`src/tgct_pkg.sv`:
```
// tgct_pkg: types, codes and constants for the two-phase gather completion tracker
// shared by the tracker top level, the expected-bytes unit and the port checker
`timescale 1ns / 1ps
`default_nettype none

package tgct_pkg;

   localparam int MAX_RANKS_DEF  = 256;
   localparam int COUNT_BITS_DEF = 48;

   localparam int CSR_ADDR_BITS = 4;
   localparam int CSR_DATA_BITS = 32;

   // chunk (32) times ranks per node (5), then times node count (9)
   localparam int PROD1_BITS = 37;
   localparam int PROD_BITS  = 46;

   localparam logic [1:0] REG_RANKS_PER_NODE = 2'd0;
   localparam logic [1:0] REG_NODE_COUNT     = 2'd1;
   localparam logic [1:0] REG_RANK_COUNT     = 2'd2;
   localparam logic [1:0] REG_CHUNK_BYTES    = 2'd3;

   localparam logic [4:0]  RANKS_PER_NODE_RST = 5'd8;
   localparam logic [8:0]  NODE_COUNT_RST     = 9'd1;
   localparam logic [8:0]  RANK_COUNT_RST     = 9'd1;
   localparam logic [31:0] CHUNK_BYTES_RST    = 32'd0;

   typedef enum logic [1:0] {
      CMD_PACKET      = 2'd0,
      CMD_START_LOCAL = 2'd1,
      CMD_START_INTER = 2'd2
   } cmd_type;

   typedef enum logic [1:0] {
      PH_IDLE  = 2'd0,
      PH_LOCAL = 2'd1,
      PH_INTER = 2'd2,
      PH_DONE  = 2'd3
   } phase_type;

   typedef struct packed {
      cmd_type     cmd;
      logic [7:0]  dest_rank;
      logic [31:0] effective_size;
      logic [31:0] payload_size;
   } req_type;

   typedef struct packed {
      phase_type  phase_now;
      logic       rank_became_done;
      logic       phase_finished;
      logic [8:0] ranks_done;
      logic       bad_rank;
   } rsp_type;

   typedef struct packed {
      logic [4:0]  ranks_per_node;
      logic [8:0]  node_count;
      logic [8:0]  rank_count;
      logic [31:0] chunk_bytes;
   } cfg_type;

endpackage

`default_nettype wire

```
`src/tgct_expect.sv`:
```
// tgct_expect: three-stage multiplier pipeline for the expected byte count of a phase
// depends on tgct_pkg for the configuration struct and phase codes
`timescale 1ns / 1ps
`default_nettype none

module tgct_expect #(
   parameter int COUNT_BITS = tgct_pkg::COUNT_BITS_DEF
) (
   input  wire logic                  clock,
   input  wire tgct_pkg::cfg_type     cfg,
   input  wire tgct_pkg::phase_type   phase,
   output logic [COUNT_BITS-1:0]      expected
);
   import tgct_pkg::*;

   localparam logic [63:0] CntMax = {64{1'b1}} >> (64 - COUNT_BITS);

   logic [4:0]            factor1;
   logic [8:0]            factor2;
   logic [PROD1_BITS-1:0] prod1_ff;
   logic [8:0]            factor2_ff;
   logic [PROD_BITS-1:0]  prod_ff;
   logic [63:0]           prod_wide;
   logic [63:0]           clamped;
   logic [COUNT_BITS-1:0] expected_ff;

   always_comb begin
      if (phase == PH_LOCAL) begin
         factor1 = (cfg.ranks_per_node == 5'd0) ? 5'd0 : cfg.ranks_per_node - 5'd1;
         factor2 = 9'd1;
      end else begin
         factor1 = cfg.ranks_per_node;
         factor2 = (cfg.node_count == 9'd0) ? 9'd0 : cfg.node_count - 9'd1;
      end
      prod_wide = 64'(prod_ff);
      if (prod_wide == 64'd0) begin
         clamped = 64'd1;
      end else if (prod_wide > CntMax) begin
         clamped = CntMax;
      end else begin
         clamped = prod_wide;
      end
   end

   always_ff @(posedge clock) begin
      prod1_ff    <= PROD1_BITS'(cfg.chunk_bytes) * PROD1_BITS'(factor1);
      factor2_ff  <= factor2;
      prod_ff     <= PROD_BITS'(prod1_ff) * PROD_BITS'(factor2_ff);
      expected_ff <= COUNT_BITS'(clamped);
   end

   assign expected = expected_ff;

endmodule

`default_nettype wire

```
`config.mk`:
```
export PLATFORM = sky130hd
export DESIGN_NAME = tgct_expect
export DESIGN_NICKNAME = d
export VERILOG_FILES = /design/src/tgct_pkg.sv /design/src/tgct_expect.sv
export SDC_FILE = /design/constraint.sdc
export NUM_CORES = 1
export LEC_CHECK = 0
export BUFFER_PORTS_ARGS = -buffer_cell sky130_fd_sc_hd__buf_2
export CAP_MARGIN = 20
export CELL_PAD_IN_SITES_DETAIL_PLACEMENT = 1
export CELL_PAD_IN_SITES_GLOBAL_PLACEMENT = 2
export CORE_MARGIN = 5
export CORE_UTILIZATION = 32
export CTS_BUF_LIST = sky130_fd_sc_hd__clkbuf_4 sky130_fd_sc_hd__clkbuf_8 sky130_fd_sc_hd__clkbuf_16
export CTS_CLUSTER_SIZE = 30
export DETAILED_ROUTE_END_ITERATION = 8
export PLACE_DENSITY = 0.72
export SLEW_MARGIN = 40
export SYNTH_ARGS = -nofsm -noshare
export SYNTH_HDL_FRONTEND = slang
export SYNTH_SLANG_ARGS = --single-unit
```
`constraint.sdc`:
```
create_clock -name clock -period 5.7 [get_ports clock]
set_input_delay 0 -clock clock [delete_from_list [all_inputs] [get_ports clock]]
set_output_delay 0 -clock clock [all_outputs]
set_load 0.005 [all_outputs]
```
==> results of run 1 <==
## what timing repair did
action,4_1_cts,5_1_grt
resized for setup,0,13
endpoints found under the hold margin,10,0
setup endpoints to repair,0,8
hold buffers,20,0
## worst max-delay path, cell delays in order (launching register included)
cell                        delay [ns]
sky130_fd_sc_hd__dfxtp_1          0.57
sky130_fd_sc_hd__nand2_1          0.14
sky130_fd_sc_hd__fa_1             0.55
sky130_fd_sc_hd__inv_1            0.05
sky130_fd_sc_hd__fa_1             0.50
sky130_fd_sc_hd__inv_1            0.06
sky130_fd_sc_hd__fa_1             0.50
sky130_fd_sc_hd__fa_1             0.55
sky130_fd_sc_hd__inv_1            0.05
sky130_fd_sc_hd__ha_1             0.38
sky130_fd_sc_hd__and2_1           0.23
sky130_fd_sc_hd__nand4_1          0.14
sky130_fd_sc_hd__a211o_1          0.31
sky130_fd_sc_hd__a31o_2           0.26
sky130_fd_sc_hd__a21o_1           0.22
sky130_fd_sc_hd__o2111ai_1        0.28
sky130_fd_sc_hd__nand2_1          0.14
sky130_fd_sc_hd__o311ai_0         0.38
## cell type report
| class | instances | share of cell area |
|---|---|---|
| well taps | 765 | 0.04549 |
| repair buffers | 171 | 0.05340 |
| flip-flops and latches | 138 | 0.1317 |
| multi-input cells | 1455 | 0.6669 |
| inverters | 420 | 0.07492 |
| clock inverters | 13 | 0.006719 |
| clock buffers | 18 | 0.02087 |
## cells in the mapped netlist (3+ instances only)
| library cell | instances | area (um2) |
|---|---|---|
| sky130_fd_sc_hd__o21ai_0 | 31 | 155.2 |
| sky130_fd_sc_hd__nand4_1 | 12 | 75.07 |
| sky130_fd_sc_hd__xor2_1 | 21 | 183.9 |
| sky130_fd_sc_hd__xnor2_1 | 54 | 473.0 |
| sky130_fd_sc_hd__and2_1 | 278 | 1739 |
| sky130_fd_sc_hd__o211ai_1 | 9 | 67.56 |
| sky130_fd_sc_hd__o21bai_1 | 6 | 45.04 |
| sky130_fd_sc_hd__nor2_1 | 52 | 195.2 |
| sky130_fd_sc_hd__inv_1 | 420 | 1577 |
| sky130_fd_sc_hd__nor3_1 | 13 | 65.06 |
| sky130_fd_sc_hd__dfxtp_1 | 138 | 2763 |
| sky130_fd_sc_hd__o21a_1 | 7 | 52.55 |
| sky130_fd_sc_hd__a21o_1 | 51 | 382.9 |
| sky130_fd_sc_hd__a21boi_0 | 3 | 22.52 |
| sky130_fd_sc_hd__o211a_1 | 3 | 30.03 |
| sky130_fd_sc_hd__a211o_1 | 3 | 26.28 |
| sky130_fd_sc_hd__nor4_1 | 14 | 87.58 |
| sky130_fd_sc_hd__ha_1 | 114 | 1426 |
| sky130_fd_sc_hd__nand2_1 | 233 | 874.6 |
| sky130_fd_sc_hd__a31oi_1 | 10 | 62.56 |
| sky130_fd_sc_hd__or3_1 | 3 | 18.77 |
| sky130_fd_sc_hd__nor2b_1 | 38 | 237.7 |
| sky130_fd_sc_hd__nand3_1 | 15 | 75.07 |
| sky130_fd_sc_hd__fa_1 | 336 | 6726 |
| sky130_fd_sc_hd__buf_1 | 7 | 26.28 |
| sky130_fd_sc_hd__a21oi_1 | 77 | 385.4 |
| sky130_fd_sc_hd__and3_1 | 8 | 50.05 |
| sky130_fd_sc_hd__a41oi_1 | 3 | 26.28 |
| sky130_fd_sc_hd__nand2b_1 | 9 | 56.30 |
| sky130_fd_sc_hd__a211oi_1 | 10 | 75.07 |
| sky130_fd_sc_hd__clkbuf_1 | 115 | 431.7 |
## registers in the layout, summed over array words and instances, names as in the netlist
name and cells:
prod_ff 46, factor2_ff 9, prod1_ff 37, expected 46
## kinds of logic after synthesis
| logic type | count (synthesis) | synth area share |
|---|---|---|
| and+or+nand+nor | 691 | 0.1923 |
| buffers and inverters | 544 | 0.1090 |
| adders and majority gates | 450 | 0.4335 |
| other | 1 | 0.0001994 |
| DFF | 138 | 0.1469 |
| AOI/OAI and AO/OA | 237 | 0.08323 |
| xor gates and xnor gates | 75 | 0.03493 |
## routing by layer
layer | vias up | share of wire | wire length, um | track usage
met3 | 39 | 0.024 | 1138 | 0.01410
met4 | 0 | 0.013 | 632 | 0.03443
met2 | 154 | 0.45 | 21580 | 0.2506
li1 | 6584 | - | - | -
met5 | - | 0 | 0 | 0
met1 | 6836 | 0.51 | 24150 | 0.2204
## stage by stage
stage	std cells	hold slack [ns]	utilization	setup TNS [ns]	setup WS (ns)
5_1_grt	2980	0.05031	0.3633	0	0.008376
3_3_place_gp	2929	0.2767	0.3492	0	0.1027
2_1_floorplan	2137	0.1114	-	0	0.2756
6_report	2980	0.02452	0.3633	0	0.2633
4_1_cts	2980	0.005989	0.3627	0	0.08188
3_5_place_dp	2929	0.2784	0.3492	-0.2616	-0.1784
## path summary, 6_finish.rpt
kind	endpoint	slack, ns	depth (start not counted)
worst max-delay path	prod_ff[44]	0.26	17
worst min-delay path	prod1_ff[1]	0.02	3
worst max register to register	prod_ff[44]	0.26	17
worst min register to register	expected[20]	0.35	0
==> metrics.txt, run 1 <==
number of clock sinks 138; Max clock buf depth 2; effective utilization at floorplan 0.3247; ANT nets after route 0; number of vias in the routed layout between 10000 and 15000; Final Hold Viols 0; Cell Area, Placed 20220 um2; mean instance size in the synthesized netlist 8.805 um2; Max Clock Skew 0.01991 ns; maximum frequency from static timing analysis 0.1839 GHz; # IOs 106; async set-or-reset flop fraction in the synthesized netlist 0; startpoint of the worst hold path cfg[1]; final routed DRC violation total 0; clock tree root driver cell sky130_fd_sc_hd__clkbuf_16; final worst-path cycle share 0.9538; register area share after synthesis 0.1469; count of input and output buffers 94; Setup Crit Path Kind reg2reg; clock period minus final worst setup slack 5.437 ns; Setup crit start kind flip-flop; area of the multi-input gates 14030 um2; crit path launch prod1_ff[20]; synthesized instance count about 2100; remaining max-slew budget at the tightest pin 0.4951; number of max-slew violations in the final report 0; number of global-route vias before repair 15690; count of flip-flops with a built-in enable after synthesis 0; required time at the endpoint of the critical path 6.01 ns; Post-CTS Repair Setup Buffers 0; Clock Pin Slew Worst Setup and Hold Paths around 0.080 ns; antenna violations before repair 0; Die X-Extent 252.4 um; Design Area, Final 21040 um2; footprint of the flip-flops and latches approximately 2800 um2; unrepaired setup endpoints after global routing false; placeable core region 57920 um2; most frequent standard cell in the layout excluding fill and tap cells sky130_fd_sc_hd__inv_1; top fanout value on the critical path 9; Critical Path AT 5.74 ns; main flop type after synthesis sky130_fd_sc_hd__dfxtp_1; die area 63720 um2; signed area change from the synthesized netlist to the final layout 11.88%; Ant. Diodes 0; final routed wire length divided by cell count around 16 um; last weighted congestion value of the routability-driven placer a little over 0.8; nets 2711; highest-count cells in the layout ignoring fill and taps sky130_fd_sc_hd__inv_1, sky130_fd_sc_hd__fa_1, sky130_fd_sc_hd__and2_1; share of post-route cells with drive strength above 1 0.09300; maximum level of the CTS H-tree 4; count of endpoints failing setup in the final report 0; total grt overflow 0; post-detail-place hpwl roughly 40 mm; reg2reg start prod1_ff[20]; result of the run finished, final reports clean; Worst Hold Class in2reg; vertical die dimension roughly 250 um; CTS tree done; nature of the critical path endpoint flip-flop; first-pass GRT wire length 80.63 mm; pin count of the biggest net entering global routing 38; max_cap viols 0; library cells used by synthesis 65; TritonRoute pass-1 iters 4; slew at the pin closest to its max-slew limit 0.7504 ns; netlist area before placement 18810 um2; GR Util All Layers 0.1528; Core Rows 88; vias per inst 4.568; filler cell count in the final layout 6872; clock insertion delay at the later pin of the skew report 0.44 ns; final routed wirelength across all metal layers 47.51 mm; DRC violation total after the first TritonRoute iteration 478; yosys warns 0; Synth Register Bits 138; total CTS buffers 17
Power of run 1 is left out: the tool's default activity adds up to more than one toggle a clock period on the data nets, which glitch-free logic cannot reach.
==> run 2: changes to the inputs <==
--- a/config.mk
+++ b/config.mk
@@ -9,12 +9,12 @@
 export CAP_MARGIN = 20
 export CELL_PAD_IN_SITES_DETAIL_PLACEMENT = 1
 export CELL_PAD_IN_SITES_GLOBAL_PLACEMENT = 2
-export CORE_MARGIN = 5
-export CORE_UTILIZATION = 32
+export CORE_MARGIN = 2
+export CORE_UTILIZATION = 36
 export CTS_BUF_LIST = sky130_fd_sc_hd__clkbuf_4 sky130_fd_sc_hd__clkbuf_8 sky130_fd_sc_hd__clkbuf_16
 export CTS_CLUSTER_SIZE = 30
 export DETAILED_ROUTE_END_ITERATION = 8
-export PLACE_DENSITY = 0.72
+export PLACE_DENSITY = 0.8
 export SLEW_MARGIN = 40
 export SYNTH_ARGS = -nofsm -noshare
 export SYNTH_HDL_FRONTEND = slang
==> metrics.txt, run 2 (synthesized netlist as in run 1, its figures left out) <==
total grt overflow 0; stage delay of the slowest cell on the critical path around 0.56 ns; Top Family by Delay on Critical Path adder cells; die area 54090 um2; last weighted congestion value of the routability-driven placer 0.8175; TritonRoute pass-1 iters 4; Max clock buf depth 2; Clock Pin Slew Worst Setup and Hold Paths ~0.080 ns; CTS tree done; vertical die dimension roughly 230 um; maximum frequency from static timing analysis 0.1840 GHz; count of input and output buffers between 90 and 100; placeable core region around 52000 um2; Worst Hold Class in2reg; nets around 2700; slowest stage cell on the critical path sky130_fd_sc_hd__fa_1; most frequent standard cell in the layout excluding fill and tap cells sky130_fd_sc_hd__inv_1; Max Clock Skew 0.01942 ns; top fanout value on the critical path 9; Core Rows 83; Setup Crit Path Kind reg2reg; remaining max-slew budget at the tightest pin 0.5541; number of max-slew violations in the final report 0; number of vias in the routed layout ~14000; final routed wirelength across all metal layers 45.51 mm; final-layout worst hold slack 0.02997 ns; Ant. Diodes 0; result of the run finished, final reports clean; final routed wire length divided by cell count between 15 and 20 um; number of clock sinks about 140; Critical Path AT approximately 5.8 ns; effective utilization at floorplan 0.3651; share of post-route cells with drive strength above 1 0.09485; crit path launch prod1_ff[9]; number of global-route vias before repair approximately 15000; DRC violation total after the first TritonRoute iteration roughly 340; Final Hold Viols 0; pin count of the biggest net entering global routing 26; clock period minus final worst setup slack approximately 5.4 ns; vias per inst 4.681; final worst-path cycle share 0.9533; startpoint of the worst hold path phase[0]; required time at the endpoint of the critical path 6.02 ns; count of endpoints failing setup in the final report 0; Die X-Extent 232.6 um; Setup crit start kind flip-flop; total CTS buffers 17; nature of the critical path endpoint flip-flop; list of cells traversed by the critical path nand2_1 > fa_1 > inv_1 > fa_1 > fa_1 > inv_1 > fa_1 > inv_1 > ha_1 > inv_1 > o32ai_1 > a21o_1 > a31oi_1 > o31ai_2 > a31oi_1 > a2bb2oi_1 > o211a_1; antenna violations before repair 1; filler cell count in the final layout roughly 6100; post-detail-place hpwl 38.57 mm; max_cap viols 0; CP Buf/Inv Count 4; highest-count cells in the layout ignoring fill and taps sky130_fd_sc_hd__inv_1, sky130_fd_sc_hd__fa_1, sky130_fd_sc_hd__and2_1; reg2reg start prod1_ff[9]; GR Util All Layers 0.1758; maximum level of the CTS H-tree 4; signed area change from the synthesized netlist to the final layout 11.54%; # IOs 106; first-pass GRT wire length 77.16 mm; clock insertion delay at the later pin of the skew report 0.45 ns; ANT nets after route 0; final routed DRC violation total 0; clock tree root driver cell sky130_fd_sc_hd__clkbuf_16; slew at the pin closest to its max-slew limit 0.6627 ns
-- run 2: worst paths after layout --
kind                        end  slack [ns]  cells past startpoint
setup / recovery    prod_ff[45]        0.27                     17
hold / removal    factor2_ff[0]        0.03                      4
setup reg to reg    prod_ff[45]        0.27                     17
hold reg to reg     expected[9]        0.35                      0
-- run 2: repair_timing --
item | 4_1_cts | 5_1_grt
setup buffers | 0 | 0
hold buffers | 18 | 0
resized for setup | 0 | 15
endpoints found under the hold margin | 11 | 0
endpoints found under the setup margin | 0 | 9
-- run 2: area by class of cell --
type,count,area (um2),share of cell area
tap,680,850.8,0.04056
sequential,138,2770,0.1321
multi-input combinational,1455,14050,0.6696
clock inverter,14,209.0,0.009961
inverter,420,1577,0.07516
timing repair buffer,169,1091,0.05201
clock buffer,18,432.9,0.02064
-- run 2: stage by stage --
stage	util	std cells	cell area [um2]	setup slack, ns	setup TNS [ns]
5_1_grt	0.4072	2894	20980	-0.05002	-0.08852
2_1_floorplan	-	2137	18810	0.2756	0
4_1_cts	0.4063	2894	20930	0.1046	0
3_3_place_gp	0.3903	2844	20110	-0.02548	-0.02548
3_5_place_dp	0.3903	2844	20110	-0.09061	-0.1322
6_report	0.4072	2894	20980	0.2665	0
-- run 2: per-layer routing --
metal,global-route usage,part of all wire,up-vias
met5,0,0,-
met4,0.03523,0.0097,0
met3,0.01385,0.021,27
met2,0.2939,0.46,142
met1,0.2498,0.51,6799
li1,-,-,6578
-- run 2: worst register-to-register path, cell delays in order (launching register included) --
cell and delay (ns):
sky130_fd_sc_hd__dfxtp_1 0.52, sky130_fd_sc_hd__nand2_1 0.14, sky130_fd_sc_hd__fa_1 0.56, sky130_fd_sc_hd__inv_1 0.06, sky130_fd_sc_hd__fa_1 0.49, sky130_fd_sc_hd__fa_1 0.54
sky130_fd_sc_hd__inv_1 0.05, sky130_fd_sc_hd__fa_1 0.50, sky130_fd_sc_hd__inv_1 0.05, sky130_fd_sc_hd__ha_1 0.32, sky130_fd_sc_hd__inv_1 0.10, sky130_fd_sc_hd__o32ai_1 0.42
sky130_fd_sc_hd__a21o_1 0.20, sky130_fd_sc_hd__a31oi_1 0.19, sky130_fd_sc_hd__o31ai_2 0.41, sky130_fd_sc_hd__a31oi_1 0.28, sky130_fd_sc_hd__a2bb2oi_1 0.21, sky130_fd_sc_hd__o211a_1 0.27
Power of run 2 is left out for the same reason.
==> run 3: changes to the inputs <==
--- a/config.mk
+++ b/config.mk
@@ -11,7 +11,6 @@
 export CELL_PAD_IN_SITES_GLOBAL_PLACEMENT = 2
 export CORE_MARGIN = 2
 export CORE_UTILIZATION = 36
-export CTS_BUF_LIST = sky130_fd_sc_hd__clkbuf_4 sky130_fd_sc_hd__clkbuf_8 sky130_fd_sc_hd__clkbuf_16
 export CTS_CLUSTER_SIZE = 30
 export DETAILED_ROUTE_END_ITERATION = 8
 export PLACE_DENSITY = 0.8
==> metrics.txt, run 3 (synthesized netlist as in run 1, its figures left out) <==
final worst-path cycle share 0.9533; reg2reg start prod1_ff[9]; count of input and output buffers 94; CTS tree done; ANT nets after route 0; top fanout value on the critical path 9; final routed DRC violation total 0; CP Buf/Inv Count 4; GR Util All Layers 0.1758; number of max-slew violations in the final report 0; Final Hold Viols 0; antenna violations before repair 1; pin count of the biggest net entering global routing 26; vias per inst 4.681; Ant. Diodes 0; final worst setup slack 0.2664 ns; result of the run finished, final reports clean; total grt overflow 0; signed area change from the synthesized netlist to the final layout 11.52%; Die X-Extent 232.6 um; crit path launch prod1_ff[9]; total CTS buffers 17; # IOs 106; nets 2709; most frequent standard cell in the layout excluding fill and tap cells sky130_fd_sc_hd__inv_1; share of post-route cells with drive strength above 1 0.09440; highest-count cells in the layout ignoring fill and taps sky130_fd_sc_hd__inv_1, sky130_fd_sc_hd__fa_1, sky130_fd_sc_hd__and2_1; clock insertion delay at the later pin of the skew report between 0.4 and 0.5 ns; last weighted congestion value of the routability-driven placer 0.8175; count of endpoints failing setup in the final report 0; Setup Crit Path Kind reg2reg; Post-CTS Repair Setup Buffers 0; Max clock buf depth 2; number of vias in the routed layout 13550; post-detail-place hpwl ~39 mm; slowest stage cell on the critical path sky130_fd_sc_hd__fa_1; nature of the critical path endpoint flip-flop; Clock Pin Slew Worst Setup and Hold Paths around 0.080 ns; clock period minus final worst setup slack 5.434 ns; worst slack at placement -0.09061 ns; number of global-route vias before repair 15370; Worst Hold Class in2reg; Max Clock Skew 0.01942 ns; destination of the critical timing path prod_ff[45]; Cell Area, Placed approximately 20000 um2; effective utilization at floorplan 0.3651; first-pass GRT wire length 77.16 mm; Crit path depth 17; DP Cell Count 2844; Critical Path AT 5.75 ns; Top Family by Delay on Critical Path adder cells; Setup crit start kind flip-flop; vertical die dimension 232.6 um; slack of the worst reg-to-reg path 0.27 ns; DRC violation total after the first TritonRoute iteration 335; Final Core Density 0.4072; Design Area, Final around 21000 um2; die area 54090 um2; number of clock sinks 138; Core Rows 83; stage delay of the slowest cell on the critical path around 0.56 ns; slew at the pin closest to its max-slew limit 0.6627 ns; TritonRoute pass-1 iters 4; maximum frequency from static timing analysis 0.1840 GHz; list of cells traversed by the critical path nand2_1 > fa_1 > inv_1 > fa_1 > fa_1 > inv_1 > fa_1 > inv_1 > ha_1 > inv_1 > o32ai_1 > a21o_1 > a31oi_1 > o31ai_2 > a31oi_1 > a2bb2oi_1 > o211a_1; Reg-to-Reg End prod_ff[45]; cell depth of the worst flop-to-flop path 17; final routed wirelength across all metal layers 45.51 mm; required time at the endpoint of the critical path between 6 and 7 ns; placeable core region 51510 um2; max_cap viols 0; post-layout instance count excluding filler cells ~2900; maximum level of the CTS H-tree 4; clock tree root driver cell sky130_fd_sc_hd__clkbuf_16; final routed wire length divided by cell count 15.73 um; remaining max-slew budget at the tightest pin 0.5541
-- run 3: worst min-delay path by stage --
stage,start,end,cells past startpoint
finish,phase[0],factor2_ff[0],4
global route,phase[0],factor2_ff[0],4
CTS,phase[0],factor2_ff[0],4
detailed placement,cfg[48],factor2_ff[7],3
global placement,cfg[48],factor2_ff[7],3
floorplan,cfg[41],factor2_ff[0],1
-- run 3: final cells by class --
| class | count | area [um2] |
|---|---|---|
| Inverter | 420 | 1577 |
| Timing Repair Buffer | 169 | 1091 |
| Multi-Input combinational cell | 1455 | 14050 |
| Clock buffer | 18 | 429.2 |
| Tap cell | 680 | 850.8 |
| Fill cell | 6094 | 30540 |
| Clock inverter | 14 | 209.0 |
| Sequential cell | 138 | 2770 |
-- run 3: timing repair --
item	in CTS	in global routing
endpoints found under the hold margin	11	0
endpoints found under the setup margin	0	9
resized for setup	0	15
hold buffers	18	0
-- run 3: worst register-to-register path, cell delays in order (launching register included) --
cell and delay, ns:
sky130_fd_sc_hd__dfxtp_1 0.52, sky130_fd_sc_hd__nand2_1 0.14, sky130_fd_sc_hd__fa_1 0.56, sky130_fd_sc_hd__inv_1 0.06, sky130_fd_sc_hd__fa_1 0.49, sky130_fd_sc_hd__fa_1 0.54
sky130_fd_sc_hd__inv_1 0.05, sky130_fd_sc_hd__fa_1 0.50, sky130_fd_sc_hd__inv_1 0.05, sky130_fd_sc_hd__ha_1 0.32, sky130_fd_sc_hd__inv_1 0.10, sky130_fd_sc_hd__o32ai_1 0.42
sky130_fd_sc_hd__a21o_1 0.20, sky130_fd_sc_hd__a31oi_1 0.19, sky130_fd_sc_hd__o31ai_2 0.41, sky130_fd_sc_hd__a31oi_1 0.28, sky130_fd_sc_hd__a2bb2oi_1 0.21, sky130_fd_sc_hd__o211a_1 0.27
-- run 3: metrics by stage --
step,setup TNS [ns],hold WS [ns]
after detailed placement,-0.1322,0.2836
after CTS,0,0.03647
after global routing,-0.08852,0.09514
after floorplan,0,0.1114
final,0,0.02997
after global placement,-0.02548,0.2790
-- run 3: routing by layer --
metal / vias up / track usage / part of all wire
met5: - / 0 / 0
met4: 0 / 0.03523 / 0.0097
met3: 27 / 0.01385 / 0.021
met1: 6799 / 0.2498 / 0.51
li1: 6578 / - / -
met2: 142 / 0.2939 / 0.46
Power of run 3 is left out for the same reason.
